==> src/design/nnc_pkg.sv <==
`default_nettype none

package nnc_pkg;

   localparam int MAX_POINTS_DEF = 256;
   localparam int DIMS_DEF       = 8;

   localparam int NCOORD      = 8;
   localparam int COORD_W     = 16;
   localparam int LABEL_W     = 4;
   localparam int CMD_W       = 2;
   localparam int STATUS_W    = 3;
   localparam int DIST_W      = 36;
   localparam int DIMS_CFG_W  = 4;
   localparam int QUEUE_DEPTH = 2;

   localparam logic [DIMS_CFG_W-1:0] ACTIVE_DIMS_RESET = 4'd8;

   localparam logic [STATUS_W-1:0] ST_LOADED  = 3'd0;
   localparam logic [STATUS_W-1:0] ST_MATCH   = 3'd1;
   localparam logic [STATUS_W-1:0] ST_FULL    = 3'd2;
   localparam logic [STATUS_W-1:0] ST_EMPTY   = 3'd3;
   localparam logic [STATUS_W-1:0] ST_CLEARED = 3'd4;

   typedef enum logic [1:0] {
      OP_LOAD,
      OP_QUERY,
      OP_CLEAR
   } op_type;

   typedef logic signed [COORD_W-1:0] coord_type;

   typedef struct packed {
      op_type                     op;
      logic [LABEL_W-1:0]         label;
      coord_type [NCOORD-1:0]     coord;
   } item_type;

   typedef enum logic [1:0] {
      BK_IDLE,
      BK_ISSUE,
      BK_DRAIN
   } back_state_type;

endpackage

`default_nettype wire

==> src/design/nnc_if.sv <==
`default_nettype none

interface nnc_req_if import nnc_pkg::*; ();
   logic                 valid;
   logic                 ready;
   logic [CMD_W-1:0]     cmd;
   logic [LABEL_W-1:0]   label;
   logic [COORD_W-1:0]   coord0;
   logic [COORD_W-1:0]   coord1;
   logic [COORD_W-1:0]   coord2;
   logic [COORD_W-1:0]   coord3;
   logic [COORD_W-1:0]   coord4;
   logic [COORD_W-1:0]   coord5;
   logic [COORD_W-1:0]   coord6;
   logic [COORD_W-1:0]   coord7;

   modport source (
      output valid, cmd, label, coord0, coord1, coord2, coord3,
             coord4, coord5, coord6, coord7,
      input  ready
   );

   modport sink (
      input  valid, cmd, label, coord0, coord1, coord2, coord3,
             coord4, coord5, coord6, coord7,
      output ready
   );
endinterface


`default_nettype wire

==> src/design/nnc_front.sv <==
`default_nettype none

module nnc_front import nnc_pkg::*; (
   input  logic      clock,
   input  logic      reset,
   nnc_req_if.sink   req_ch,
   output logic      head_valid,
   output item_type  head,
   input  logic      pop
);

   localparam int PTR_W  = (QUEUE_DEPTH > 1) ? $clog2(QUEUE_DEPTH) : 1;
   localparam int FILL_W = $clog2(QUEUE_DEPTH + 1);

   item_type            slot_ff [QUEUE_DEPTH];
   item_type            item_in;
   logic [PTR_W-1:0]    wr_ptr_ff, wr_ptr_in;
   logic [PTR_W-1:0]    rd_ptr_ff, rd_ptr_in;
   logic [FILL_W-1:0]   fill_ff, fill_in;
   logic                push;

   // Command bit 1 means clear regardless of bit 0.
   always_comb begin
      if (req_ch.cmd[1]) begin
         item_in.op = OP_CLEAR;
      end else if (req_ch.cmd[0]) begin
         item_in.op = OP_QUERY;
      end else begin
         item_in.op = OP_LOAD;
      end
      item_in.label    = req_ch.label;
      item_in.coord[0] = req_ch.coord0;
      item_in.coord[1] = req_ch.coord1;
      item_in.coord[2] = req_ch.coord2;
      item_in.coord[3] = req_ch.coord3;
      item_in.coord[4] = req_ch.coord4;
      item_in.coord[5] = req_ch.coord5;
      item_in.coord[6] = req_ch.coord6;
      item_in.coord[7] = req_ch.coord7;
   end

   assign req_ch.ready = (fill_ff != FILL_W'(QUEUE_DEPTH));
   assign push         = req_ch.valid && req_ch.ready;
   assign head_valid   = (fill_ff != '0);
   assign head         = slot_ff[rd_ptr_ff];

   always_comb begin
      wr_ptr_in = wr_ptr_ff;
      rd_ptr_in = rd_ptr_ff;
      if (push) begin
         wr_ptr_in = (wr_ptr_ff == PTR_W'(QUEUE_DEPTH - 1)) ? '0 : wr_ptr_ff + PTR_W'(1);
      end
      if (pop) begin
         rd_ptr_in = (rd_ptr_ff == PTR_W'(QUEUE_DEPTH - 1)) ? '0 : rd_ptr_ff + PTR_W'(1);
      end
      fill_in = fill_ff + FILL_W'(push) - FILL_W'(pop);
   end

   always_ff @(posedge clock) begin
      if (reset) begin
         wr_ptr_ff <= '0;
         rd_ptr_ff <= '0;
         fill_ff   <= '0;
      end else begin
         wr_ptr_ff <= wr_ptr_in;
         rd_ptr_ff <= rd_ptr_in;
         fill_ff   <= fill_in;
      end
   end

   always_ff @(posedge clock) begin
      if (push) begin
         slot_ff[wr_ptr_ff] <= item_in;
      end
   end

endmodule

`default_nettype wire

==> src/flat_wrapper.sv <==
// flat-port wrapper written by rule: the top's interface ports become plain ports
module nnc_front_flat import nnc_pkg::*;
  (clock, reset, head_valid, head, pop, req_ch_valid, req_ch_cmd, req_ch_label, req_ch_coord0, req_ch_coord1, req_ch_coord2, req_ch_coord3, req_ch_coord4, req_ch_coord5, req_ch_coord6, req_ch_coord7, req_ch_ready);
  nnc_req_if req_ch_i ();
  input  logic clock;
  input  logic reset;
  output logic head_valid;
  output item_type head;
  input  logic pop;
  input wire logic [$bits(req_ch_i.valid)-1:0] req_ch_valid;
  input wire logic [$bits(req_ch_i.cmd)-1:0] req_ch_cmd;
  input wire logic [$bits(req_ch_i.label)-1:0] req_ch_label;
  input wire logic [$bits(req_ch_i.coord0)-1:0] req_ch_coord0;
  input wire logic [$bits(req_ch_i.coord1)-1:0] req_ch_coord1;
  input wire logic [$bits(req_ch_i.coord2)-1:0] req_ch_coord2;
  input wire logic [$bits(req_ch_i.coord3)-1:0] req_ch_coord3;
  input wire logic [$bits(req_ch_i.coord4)-1:0] req_ch_coord4;
  input wire logic [$bits(req_ch_i.coord5)-1:0] req_ch_coord5;
  input wire logic [$bits(req_ch_i.coord6)-1:0] req_ch_coord6;
  input wire logic [$bits(req_ch_i.coord7)-1:0] req_ch_coord7;
  output wire logic [$bits(req_ch_i.ready)-1:0] req_ch_ready;
  assign req_ch_i.valid = req_ch_valid;
  assign req_ch_i.cmd = req_ch_cmd;
  assign req_ch_i.label = req_ch_label;
  assign req_ch_i.coord0 = req_ch_coord0;
  assign req_ch_i.coord1 = req_ch_coord1;
  assign req_ch_i.coord2 = req_ch_coord2;
  assign req_ch_i.coord3 = req_ch_coord3;
  assign req_ch_i.coord4 = req_ch_coord4;
  assign req_ch_i.coord5 = req_ch_coord5;
  assign req_ch_i.coord6 = req_ch_coord6;
  assign req_ch_i.coord7 = req_ch_coord7;
  assign req_ch_ready = req_ch_i.ready;
  nnc_front u_core (.clock(clock), .reset(reset), .req_ch(req_ch_i), .head_valid(head_valid), .head(head), .pop(pop));
endmodule
==> config.mk <==
export PLATFORM = sky130hd
export DESIGN_NAME = nnc_front_flat
export DESIGN_NICKNAME = d
export VERILOG_FILES = /design/src/design/nnc_pkg.sv /design/src/design/nnc_if.sv /design/src/design/nnc_front.sv /design/src/flat_wrapper.sv
export SDC_FILE = /design/constraint.sdc
export NUM_CORES = 1
export LEC_CHECK = 0
export BUFFER_PORTS_ARGS = -buffer_cell sky130_fd_sc_hd__buf_2
export CAP_MARGIN = 20
export CORE_MARGIN = 1.5
export CORE_UTILIZATION = 50
export DETAILED_ROUTE_END_ITERATION = 8
export HOLD_SLACK_MARGIN = 0.06
export PLACE_DENSITY_LB_ADDON = 0.15
export RECOVER_POWER = 100
export SLEW_MARGIN = 20
export SYNTH_ARGS = -nofsm -noshare
export SYNTH_HDL_FRONTEND = slang
export SYNTH_SLANG_ARGS = --single-unit
==> constraint.sdc <==
create_clock -name clock -period 5.1 [get_ports clock]
set_clock_uncertainty 0.05 [all_clocks]
set_input_delay 0.51 -clock clock [delete_from_list [all_inputs] [get_ports clock]]
set_output_delay 0.51 -clock clock [all_outputs]
set_load 0.02 [all_outputs]
==> impl_metrics.tcl, run 1 <==
set metrics [dict create \
    drtAntennaViolNets 0 \
    place.port_buffers 273 \
    dp_hpwl_mm 12.3 \
    path_delay_family "buffers and inverters" \
    status "finished, violations left" \
    nNetsFinal 874 \
    synth.area.mux_share_pct 17.3 \
    worst_setup_path_start_kind "flop" \
    synthCells 444 \
    rows 51 \
    routed_wirelength_mm 18.9 \
    r2r-start "u_core.fill_ff[0]$_SDFF_PP0_" \
    drt-wirelength-per-cell_um 18.4 \
    min_path_type "input pin to flop" \
    nFillCells 1564 \
    drv_slew 84 \
    arrival_ps 3080 \
    tritoncts "yes" \
    synth-main-ff-cell "edfxtp_1" \
    seq_area_frac_synth_pct 80.3 \
    reg2reg_depth 3 \
    multi_input_area_um2 1650 \
    synth_top_family_by_area "multiplexers" \
    crit_buf_inv 2 \
    dr.first_iter.drc_count 208 \
    viasPerCell 4.94 \
    cts_buffers 28 \
    dieArea_um2 21200 \
    io_pins 274 \
    drc 0 \
    syn_avg_cell_area_um2 22.9 \
    place_congestion 0.741 \
    h-tree-depth 1 \
    postCtsSetupBuffers 0 \
    end_kind "output port" \
    cts_root_buf "clkbuf_16" \
    final_common_cell "edfxtp_1" \
    setup_violations 0 \
    path_cells "clkbuf_4 -> mux2_1 -> buf_2" \
    p_per_area_nw_per_um2 436 \
    cp_slowest_cell "clkbuf_4" \
    grt_pass1_vias 5519 \
    regToRegSetupSlack_ps 1480 \
    gr-total-overflow 0 \
    coreArea_um2 19700 \
    first_pass_iters 4 \
    final_core_util_pct 62.3 \
    cts_buffer_depth 3 \
    layout_common_cells "268 x edfxtp_1, 140 x clkbuf_1, 138 x buf_2, 67 x mux2_2, 66 x mux2_1" \
    setup_tns_ps 0 \
    drive_gt1_share_pct 33.1 \
    synth_compound_area_share_pct 0.271 \
    hold_buffers 0 \
    violations "max-capacitance violations, max-slew violations" \
    netlist_area_um2 10200 \
    vias 5050 \
    synth_adder_area_share_pct 0.123 \
    peakVddDrop_mv 0.289 \
    synth_edf_count 268 \
    synthesis.nets 583 \
    cap_viol_max_count 2 \
    start_util_pct 51.5 \
    syn2layout_area_growth_pct 21.0 \
    slowest_delay_ps 1080 \
    grt_pass1_wl_mm 28.9 \
    regArea_um2 8150 \
    grt_max_degree 109 \
    worstMarginPinSlew_ps 2700 \
    hold_viol 0 \
    crit_path_max_fanout 81 \
    hold-path-endpoint "u_core.slot_ff[1][72]$_DFFE_PP_" \
    antenna_found_initial 3 \
    hold_depth 1 \
    cts.sinks 273 \
    clk_pin_slew_ps 60 \
    period_share_pct 71.4 \
    ys_ff_latch 273 \
    yosys_warnings 0 \
    die_h_um 145 \
    fp.dieW_um 145 \
    rsz0062_at_grt "no" \
    cts-resized-gates 0 \
    hold_ws_ps 128 \
    period_needed_ps 3640 \
    p_leak_nw 4.28 \
    reg2reg_to "u_core.slot_ff[1][3]$_DFFE_PP_" \
    critPathKind "flop to output port" \
    power_mw 5.35 \
    clock_latency_ps 520 \
    synth_xor_xnor_area_share_pct 0.0863 \
    grtUsageTotal_pct 17.4 \
    min-delay-start "req_ch_coord4[8]" \
    synthArstFlopShare_pct 0 \
    synth_cell_type_count 23 \
    synth-simple-area-share_pct 0.653 \
    required_ps 4540 \
    clock.fmax_mhz 275 \
    slew_headroom_pct -79.9 \
]
[stage by stage]
stage | cell area [µm²] | worst slack (ps) | cells
after floorplan | 10200 | 707 | 444
after global placement | 11800 | 2560 | 970
after detailed placement | 11800 | 2510 | 970
after CTS | 12700 | 1970 | 1020
after global routing | 12300 | 1160 | 1022
final | 12300 | 1460 | 1023
[cells in the mapped netlist (2+ instances only)]
cell type / count / area, µm²
mux2_4: 60 / 901
mux2_2: 74 / 833
inv_1: 2 / 7.51
dfxtp_1: 5 / 100
buf_6: 8 / 90.1
nor2_1: 3 / 11.3
nor2b_1: 2 / 12.5
buf_2: 7 / 35.0
a21oi_1: 2 / 10.0
edfxtp_1: 268 / 8050
[layer usage]
layer / track usage [%] / vias up / wire, µm
li1: - / 2349 / -
met1: 20.9 / 2467 / 7670
met2: 29.9 / 205 / 9290
met3: 5.36 / 27 / 1460
met4: 6.02 / 2 / 416
met5: 0 / - / 10
[area by class of cell]
| class | count | area share (%) |
|---|---|---|
| Antenna cell | 3 | 0.0611 |
| Clock buffer | 34 | 6.06 |
| Clock inverter | 16 | 1.22 |
| Inverter | 2 | 0.102 |
| Multi-Input combinational cell | 154 | 13.5 |
| Sequential cell | 273 | 66.4 |
| Tap cell | 265 | 2.70 |
| Timing Repair Buffer | 276 | 10.0 |
[state kept, by name, summed over array words and instances, names as in the netlist, named ones only]
name              cells
u_core.slot_ff      268
u_core.fill_ff        2
u_core.rd_ptr_ff      1
u_core.wr_ptr_ff      1
[worst max-delay path by stage]
stage,start,endpoint,depth (start not counted)
2_1_floorplan,u_core.fill_ff[0]$_SDFF_PP0_,u_core.slot_ff[1][0]$_DFFE_PP_,2
3_3_place_gp,flop,head[25],3
3_5_place_dp,req_ch_valid,u_core.slot_ff[0][5]$_DFFE_PP_,4
4_1_cts,flop,head[126],3
5_1_grt,u_core.fill_ff[0]$_SDFF_PP0_,u_core.slot_ff[1][132]$_DFFE_PP_,3
6_report,flop,head[116],3
[cells by family (layout without fill, tap and decap cells)]
logic type / count (synthesis) / count (layout)
AO/OA/AOI/OAI: 4 / 4
XOR/XNOR: 1 / 1
adder cells (fa/ha/maj): 1 / 1
buffers and inverters: 17 / 328
flip-flops: 273 / 273
multiplexers: 136 / 136
other: 0 / 3
AND/OR/NAND/NOR: 12 / 12
[power by group]
| part | switching, mW | internal [mW] | leakage [nW] |
|---|---|---|---|
| registers | 0.0526 | 2.67 | 2.54 |
| clock network | 0.780 | 1.18 | 0.430 |
| logic | 0.437 | 0.231 | 1.31 |
| total | 1.27 | 4.08 | 4.28 |
Note: power is estimated with default switching activity, not from simulation.
==> run 2, diff against run 1 <==
clock period = 3.5 ns   (was 5.1 ns; I/O delays follow)
==> impl_metrics.tcl, run 2 (same netlist as run 1, synthesis figures left out) <==
set metrics [dict create \
    status "complete, no violations" \
    crit_path_max_fanout 32 \
    h-tree-depth 1 \
    vias 5598 \
    grt_pass1_wl_mm 32.0 \
    drtAntennaViolNets 0 \
    rows 51 \
    first_pass_iters 4 \
    grt_max_degree 68 \
    coreArea_um2 19700 \
    postCtsSetupBuffers 0 \
    drt-wirelength-per-cell_um 18.0 \
    required_ps 3100 \
    setup_violations 0 \
    tritoncts "yes" \
    place_congestion 0.779 \
    clock.fmax_mhz 343 \
    rsz0062_at_grt "no" \
    worstMarginPinSlew_ps 1210 \
    p_per_area_nw_per_um2 584 \
    nNetsFinal 1013 \
    layout_common_cells "268 x edfxtp_1, 170 x clkbuf_1, 134 x dlygate4sd3_1, 110 x buf_2, 73 x mux2_2" \
    viasPerCell 4.83 \
    die_h_um 145 \
    period_share_pct 83.3 \
    gr-total-overflow 0 \
    p_leak_nw 4.80 \
    power.internal_mw 6.07 \
    cts.sinks 273 \
    end_kind "output port" \
    reg2reg_to "u_core.slot_ff[1][1]$_DFFE_PP_" \
    min_path_type "input pin to flop" \
    hold_viol 0 \
    drv_slew 0 \
    setup_tns_ps 0 \
    syn2layout_area_growth_pct 34.4 \
    pwr-share-seq_pct 49.7 \
    start_util_pct 51.5 \
    largest_reg_flops 268 \
    routed_wirelength_mm 20.8 \
    dieArea_um2 21200 \
    arrival_ps 2520 \
    place.port_buffers 273 \
    regToRegSetupSlack_ps 630 \
    insertedDiodeCount 0 \
    cts_buffer_depth 3 \
    switchingPower_mw 1.90 \
    period_needed_ps 2920 \
    largest_register "u_core.slot_ff" \
    timing.critical_path.to "head[35]" \
    cap_viol_max_count 0 \
    dp_hpwl_mm 12.9 \
    cts_buffers 28 \
    final_common_cell "edfxtp_1" \
    switching_share_pct 23.8 \
    clk_pin_slew_ps 60 \
    critPathKind "flop to output port" \
    clock_latency_ps 510 \
    drc 0 \
    fp.dieW_um 145 \
    drive_gt1_share_pct 26.6 \
    p_comb_share_pct 14.2 \
    grt_pass1_vias 6067 \
    slew_headroom_pct 19.6 \
    reg2reg_depth 3 \
    dr.first_iter.drc_count 228 \
    io_pins 274 \
    grtUsageTotal_pct 19.3 \
    r2r-start "u_core.fill_ff[0]$_SDFF_PP0_" \
    pwr-share-clk_pct 36.0 \
    worst_setup_path_start_kind "flop" \
    top_regs "u_core.slot_ff (268), u_core.fill_ff (2)" \
    peakVddDrop_mv 0.374 \
    hold_ws_ps 98.5 \
    cts_root_buf "clkbuf_16" \
    antenna_found_initial 0 \
]
-- run 2: cell count changes in the layout (fill, tap and decap cells not counted), moves of 2 or more --
cell	before	now
dlygate4sd3_1	0	134
clkbuf_1	140	170
buf_2	138	110
mux2_1	66	57
mux2_2	67	73
clkbuf_2	0	5
diode_2	3	0
mux2_4	2	5
buf_12	1	3
clkinv_1	8	6
clkinvlp_4	2	0
-- run 2: timing repair --
| item | CTS | global route |
|---|---|---|
| hold buffers | 134 | 0 |
| resized for setup | 0 | 0 |
| hold endpoints to repair | 270 | 0 |
-- run 2: power groups by stage --
| stage | Clock (mW) | Combinational [mW] | Sequential (mW) |
|---|---|---|---|
| floorplan | 0 | 0.764 | 4.01 |
| global placement | 0 | 1.12 | 4.02 |
| detailed placement | 0 | 1.14 | 4.03 |
| CTS | 2.94 | 1.27 | 3.96 |
| global route | 3.05 | 1.21 | 3.98 |
| finish | 2.87 | 1.13 | 3.96 |
-- run 2: layout make-up --
cell class              instances  area [µm²]
repair buffers                415        2590
fillers                      1399        6070
well taps                     265         332
clock inverters                14         141
clock buffers                  37         756
multi-input cells             154        1670
flip-flops and latches        273        8150
inverters                       2        8.76
-- run 2: worst min path at each step --
stage	slack (ps)	depth (start not counted)	to	startpoint
floorplan	370	1	u_core.fill_ff[0]$_SDFF_PP0_	reset
global placement	450	2	u_core.rd_ptr_ff$_SDFFE_PP0P_	u_core.rd_ptr_ff$_SDFFE_PP0P_
detailed placement	470	2	flop	u_core.rd_ptr_ff$_SDFFE_PP0P_
CTS	70	3	flop	pop
global route	110	3	u_core.fill_ff[0]$_SDFF_PP0_	req_ch_valid
finish	100	3	flop	pop
-- run 2: per-stage QoR --
| stage | utilization, % | cell area, µm² | total power, mW | setup WS [ps] | cells |
|---|---|---|---|---|---|
| after detailed placement | 60.0 | 11800 | 5.17 | 1280 | 975 |
| after floorplan | - | 10200 | 4.78 | 255 | 444 |
| after CTS | 71.4 | 14100 | 8.17 | 836 | 1160 |
| after global routing | 69.2 | 13600 | 8.24 | 396 | 1160 |
| final | 69.2 | 13600 | 7.96 | 583 | 1160 |
| after global placement | 60.0 | 11800 | 5.14 | 1380 | 975 |
-- run 2: per-layer routing --
| layer | part of all wire (%) | vias to the layer above | GRT usage [%] | wire length (µm) |
|---|---|---|---|---|
| met5 | 0 | - | 0 | 0 |
| met4 | 2.5 | 0 | 6.33 | 528 |
| met2 | 49 | 226 | 33.2 | 10200 |
| met3 | 7.5 | 39 | 5.42 | 1550 |
| li1 | - | 2627 | - | - |
| met1 | 41 | 2706 | 23.6 | 8580 |
-- run 2: critical path, stage by stage (launching register included) --
cell,delay (ps)
dfxtp_4,640
clkbuf_1,740
mux2_2,430
clkbuf_1,180
==> run 3, diff against run 2 <==
clock period = 2.86 ns   (was 3.5 ns; I/O delays follow)
==> impl_metrics.tcl, run 3 (same netlist as run 1, synthesis figures left out) <==
set metrics [dict create \
    clk_pin_slew_ps 60 \
    start_util_pct 51.5 \
    place_congestion 0.714 \
    required_ps 2520 \
    drtAntennaViolNets 0 \
    antenna_found_initial 0 \
    fp.dieW_um 145 \
    switchingPower_mw 2.35 \
    crit_path_max_fanout 25 \
    coreArea_um2 19700 \
    setup_violations 0 \
    status "complete, no violations" \
    power.internal_mw 7.23 \
    first_pass_iters 4 \
    dr.first_iter.drc_count 233 \
    period_needed_ps 2410 \
    drt-wirelength-per-cell_um 17.6 \
    setup_tns_ps 0 \
    peakVddDrop_mv 0.599 \
    layout_common_cells "268 x edfxtp_1, 185 x clkbuf_1, 137 x dlygate4sd3_1, 93 x buf_2, 71 x mux2_2" \
    period_share_pct 84.4 \
    cts_buffers 28 \
    rows 51 \
    h-tree-depth 1 \
    cts.sinks 273 \
    worstMarginPinSlew_ps 1280 \
    viasPerCell 4.87 \
    drc 0 \
    largest_register "u_core.slot_ff" \
    final_core_util_pct 69.2 \
    dp_hpwl_mm 12.1 \
    syn2layout_area_growth_pct 34.5 \
    grt_pass1_vias 6115 \
    grtUsageTotal_pct 19.0 \
    slowest_delay_ps 560 \
    clock_latency_ps 520 \
    dieArea_um2 21200 \
    rsz0062_at_grt "no" \
    cap_viol_max_count 0 \
    vias 5660 \
    routed_wirelength_mm 20.4 \
    clock.fmax_mhz 414 \
    tritoncts "yes" \
    dp.cells 974 \
    gr-total-overflow 0 \
    p_comb_share_pct 14.7 \
    largest_reg_flops 268 \
    slew_headroom_pct 14.4 \
    hold_viol 0 \
    pwr-share-seq_pct 50.5 \
    final_common_cell "edfxtp_1" \
    end_kind "output port" \
    cts_buffer_depth 3 \
    grt_max_degree 82 \
    io_pins 274 \
    switching_share_pct 24.5 \
    critPathKind "flop to output port" \
    p_per_area_nw_per_um2 702 \
    place.port_buffers 273 \
    p_leak_nw 4.79 \
    path_cells "buf_4 -> mux2_2 -> clkbuf_1" \
    grt_pass1_wl_mm 31.8 \
    nNetsFinal 1015 \
    drv_slew 0 \
    top_regs "u_core.slot_ff (268), u_core.fill_ff (2)" \
    die_h_um 145 \
    pwr-share-clk_pct 34.8 \
    worst_setup_path_start_kind "flop" \
    drive_gt1_share_pct 25.7 \
    cp_slowest_cell "dfxtp_1" \
    insertedDiodeCount 0 \
    final_cell_count_no_fill 1163 \
    min_path_type "input pin to flop" \
    arrival_ps 2080 \
    cts_root_buf "clkbuf_16" \
]
==> run 3: cell count changes in the layout (fill, tap and decap cells not counted), moves of 3 or more <==
| cell | previous run | this run |
|---|---|---|
| mux2_4 | 5 | 12 |
| bufinv_16 | 3 | 0 |
| mux2_1 | 57 | 52 |
| buf_2 | 110 | 93 |
| clkbuf_1 | 170 | 185 |
| dlygate4sd3_1 | 134 | 137 |
==> run 3: final timing paths <==
kind,startpoint,end,slack [ps],depth (start not counted)
max,flop,head[25],450,3
min,req_ch_valid,u_core.wr_ptr_ff$_SDFFE_PP0P_,90,3
min reg2reg,u_core.rd_ptr_ff$_SDFFE_PP0P_,u_core.rd_ptr_ff$_SDFFE_PP0P_,500,2
max reg2reg,u_core.fill_ff[0]$_SDFF_PP0_,u_core.slot_ff[0][113]$_DFFE_PP_,550,4
==> run 3: area by class of cell <==
cell class,instances,area (µm²)
clock inverter,12,68.8
multi-input combinational,154,1690
sequential,273,8150
timing repair buffer,417,2620
clock buffer,40,787
fill,1421,6060
inverter,2,8.76
tap,265,332
==> run 3: power by group through the flow <==
| stage | Clock [mW] | Sequential (mW) | Combinational [mW] |
|---|---|---|---|
| CTS | 3.40 | 4.84 | 1.57 |
| global placement | 0 | 4.90 | 1.39 |
| global route | 3.56 | 4.86 | 1.50 |
| finish | 3.34 | 4.84 | 1.41 |
| detailed placement | 0 | 4.92 | 1.41 |
| floorplan | 0 | 4.91 | 0.937 |
==> run 3: per-layer routing <==
metal / vias to the layer above / global-route usage (%) / part of all wire, %
met2: 227 / 33.6 / 51
met3: 34 / 4.33 / 6.9
met4: 0 / 5.82 / 2.3
li1: 2629 / - / -
met1: 2770 / 23.2 / 40
met5: - / 0 / 0
==> run 3: what timing repair did <==
action	CTS	global route
setup buffers	0	0
resized for setup	0	0
hold buffers	137	0
endpoints found under the hold margin	273	0
==> run 3: through the flow <==
stage | total power, mW | setup slack, ps | hold WS (ps) | cell area [µm²]
after floorplan | 5.85 | -218 | 298 | 10200
after global placement | 6.29 | 1070 | 423 | 11900
after detailed placement | 6.33 | 1010 | 427 | 11900
after CTS | 9.80 | 593 | 71.3 | 14100
after global routing | 9.92 | 362 | 112 | 13700
final | 9.58 | 446 | 95.0 | 13700
==> run 3: worst max-delay path, delay by kind of cell, from the launching register on <==
| kind | cells | cell delay (ps) |
|---|---|---|
| flip-flops | 1 | 560 |
| multiplexers | 1 | 400 |
| buffers and inverters | 2 | 580 |
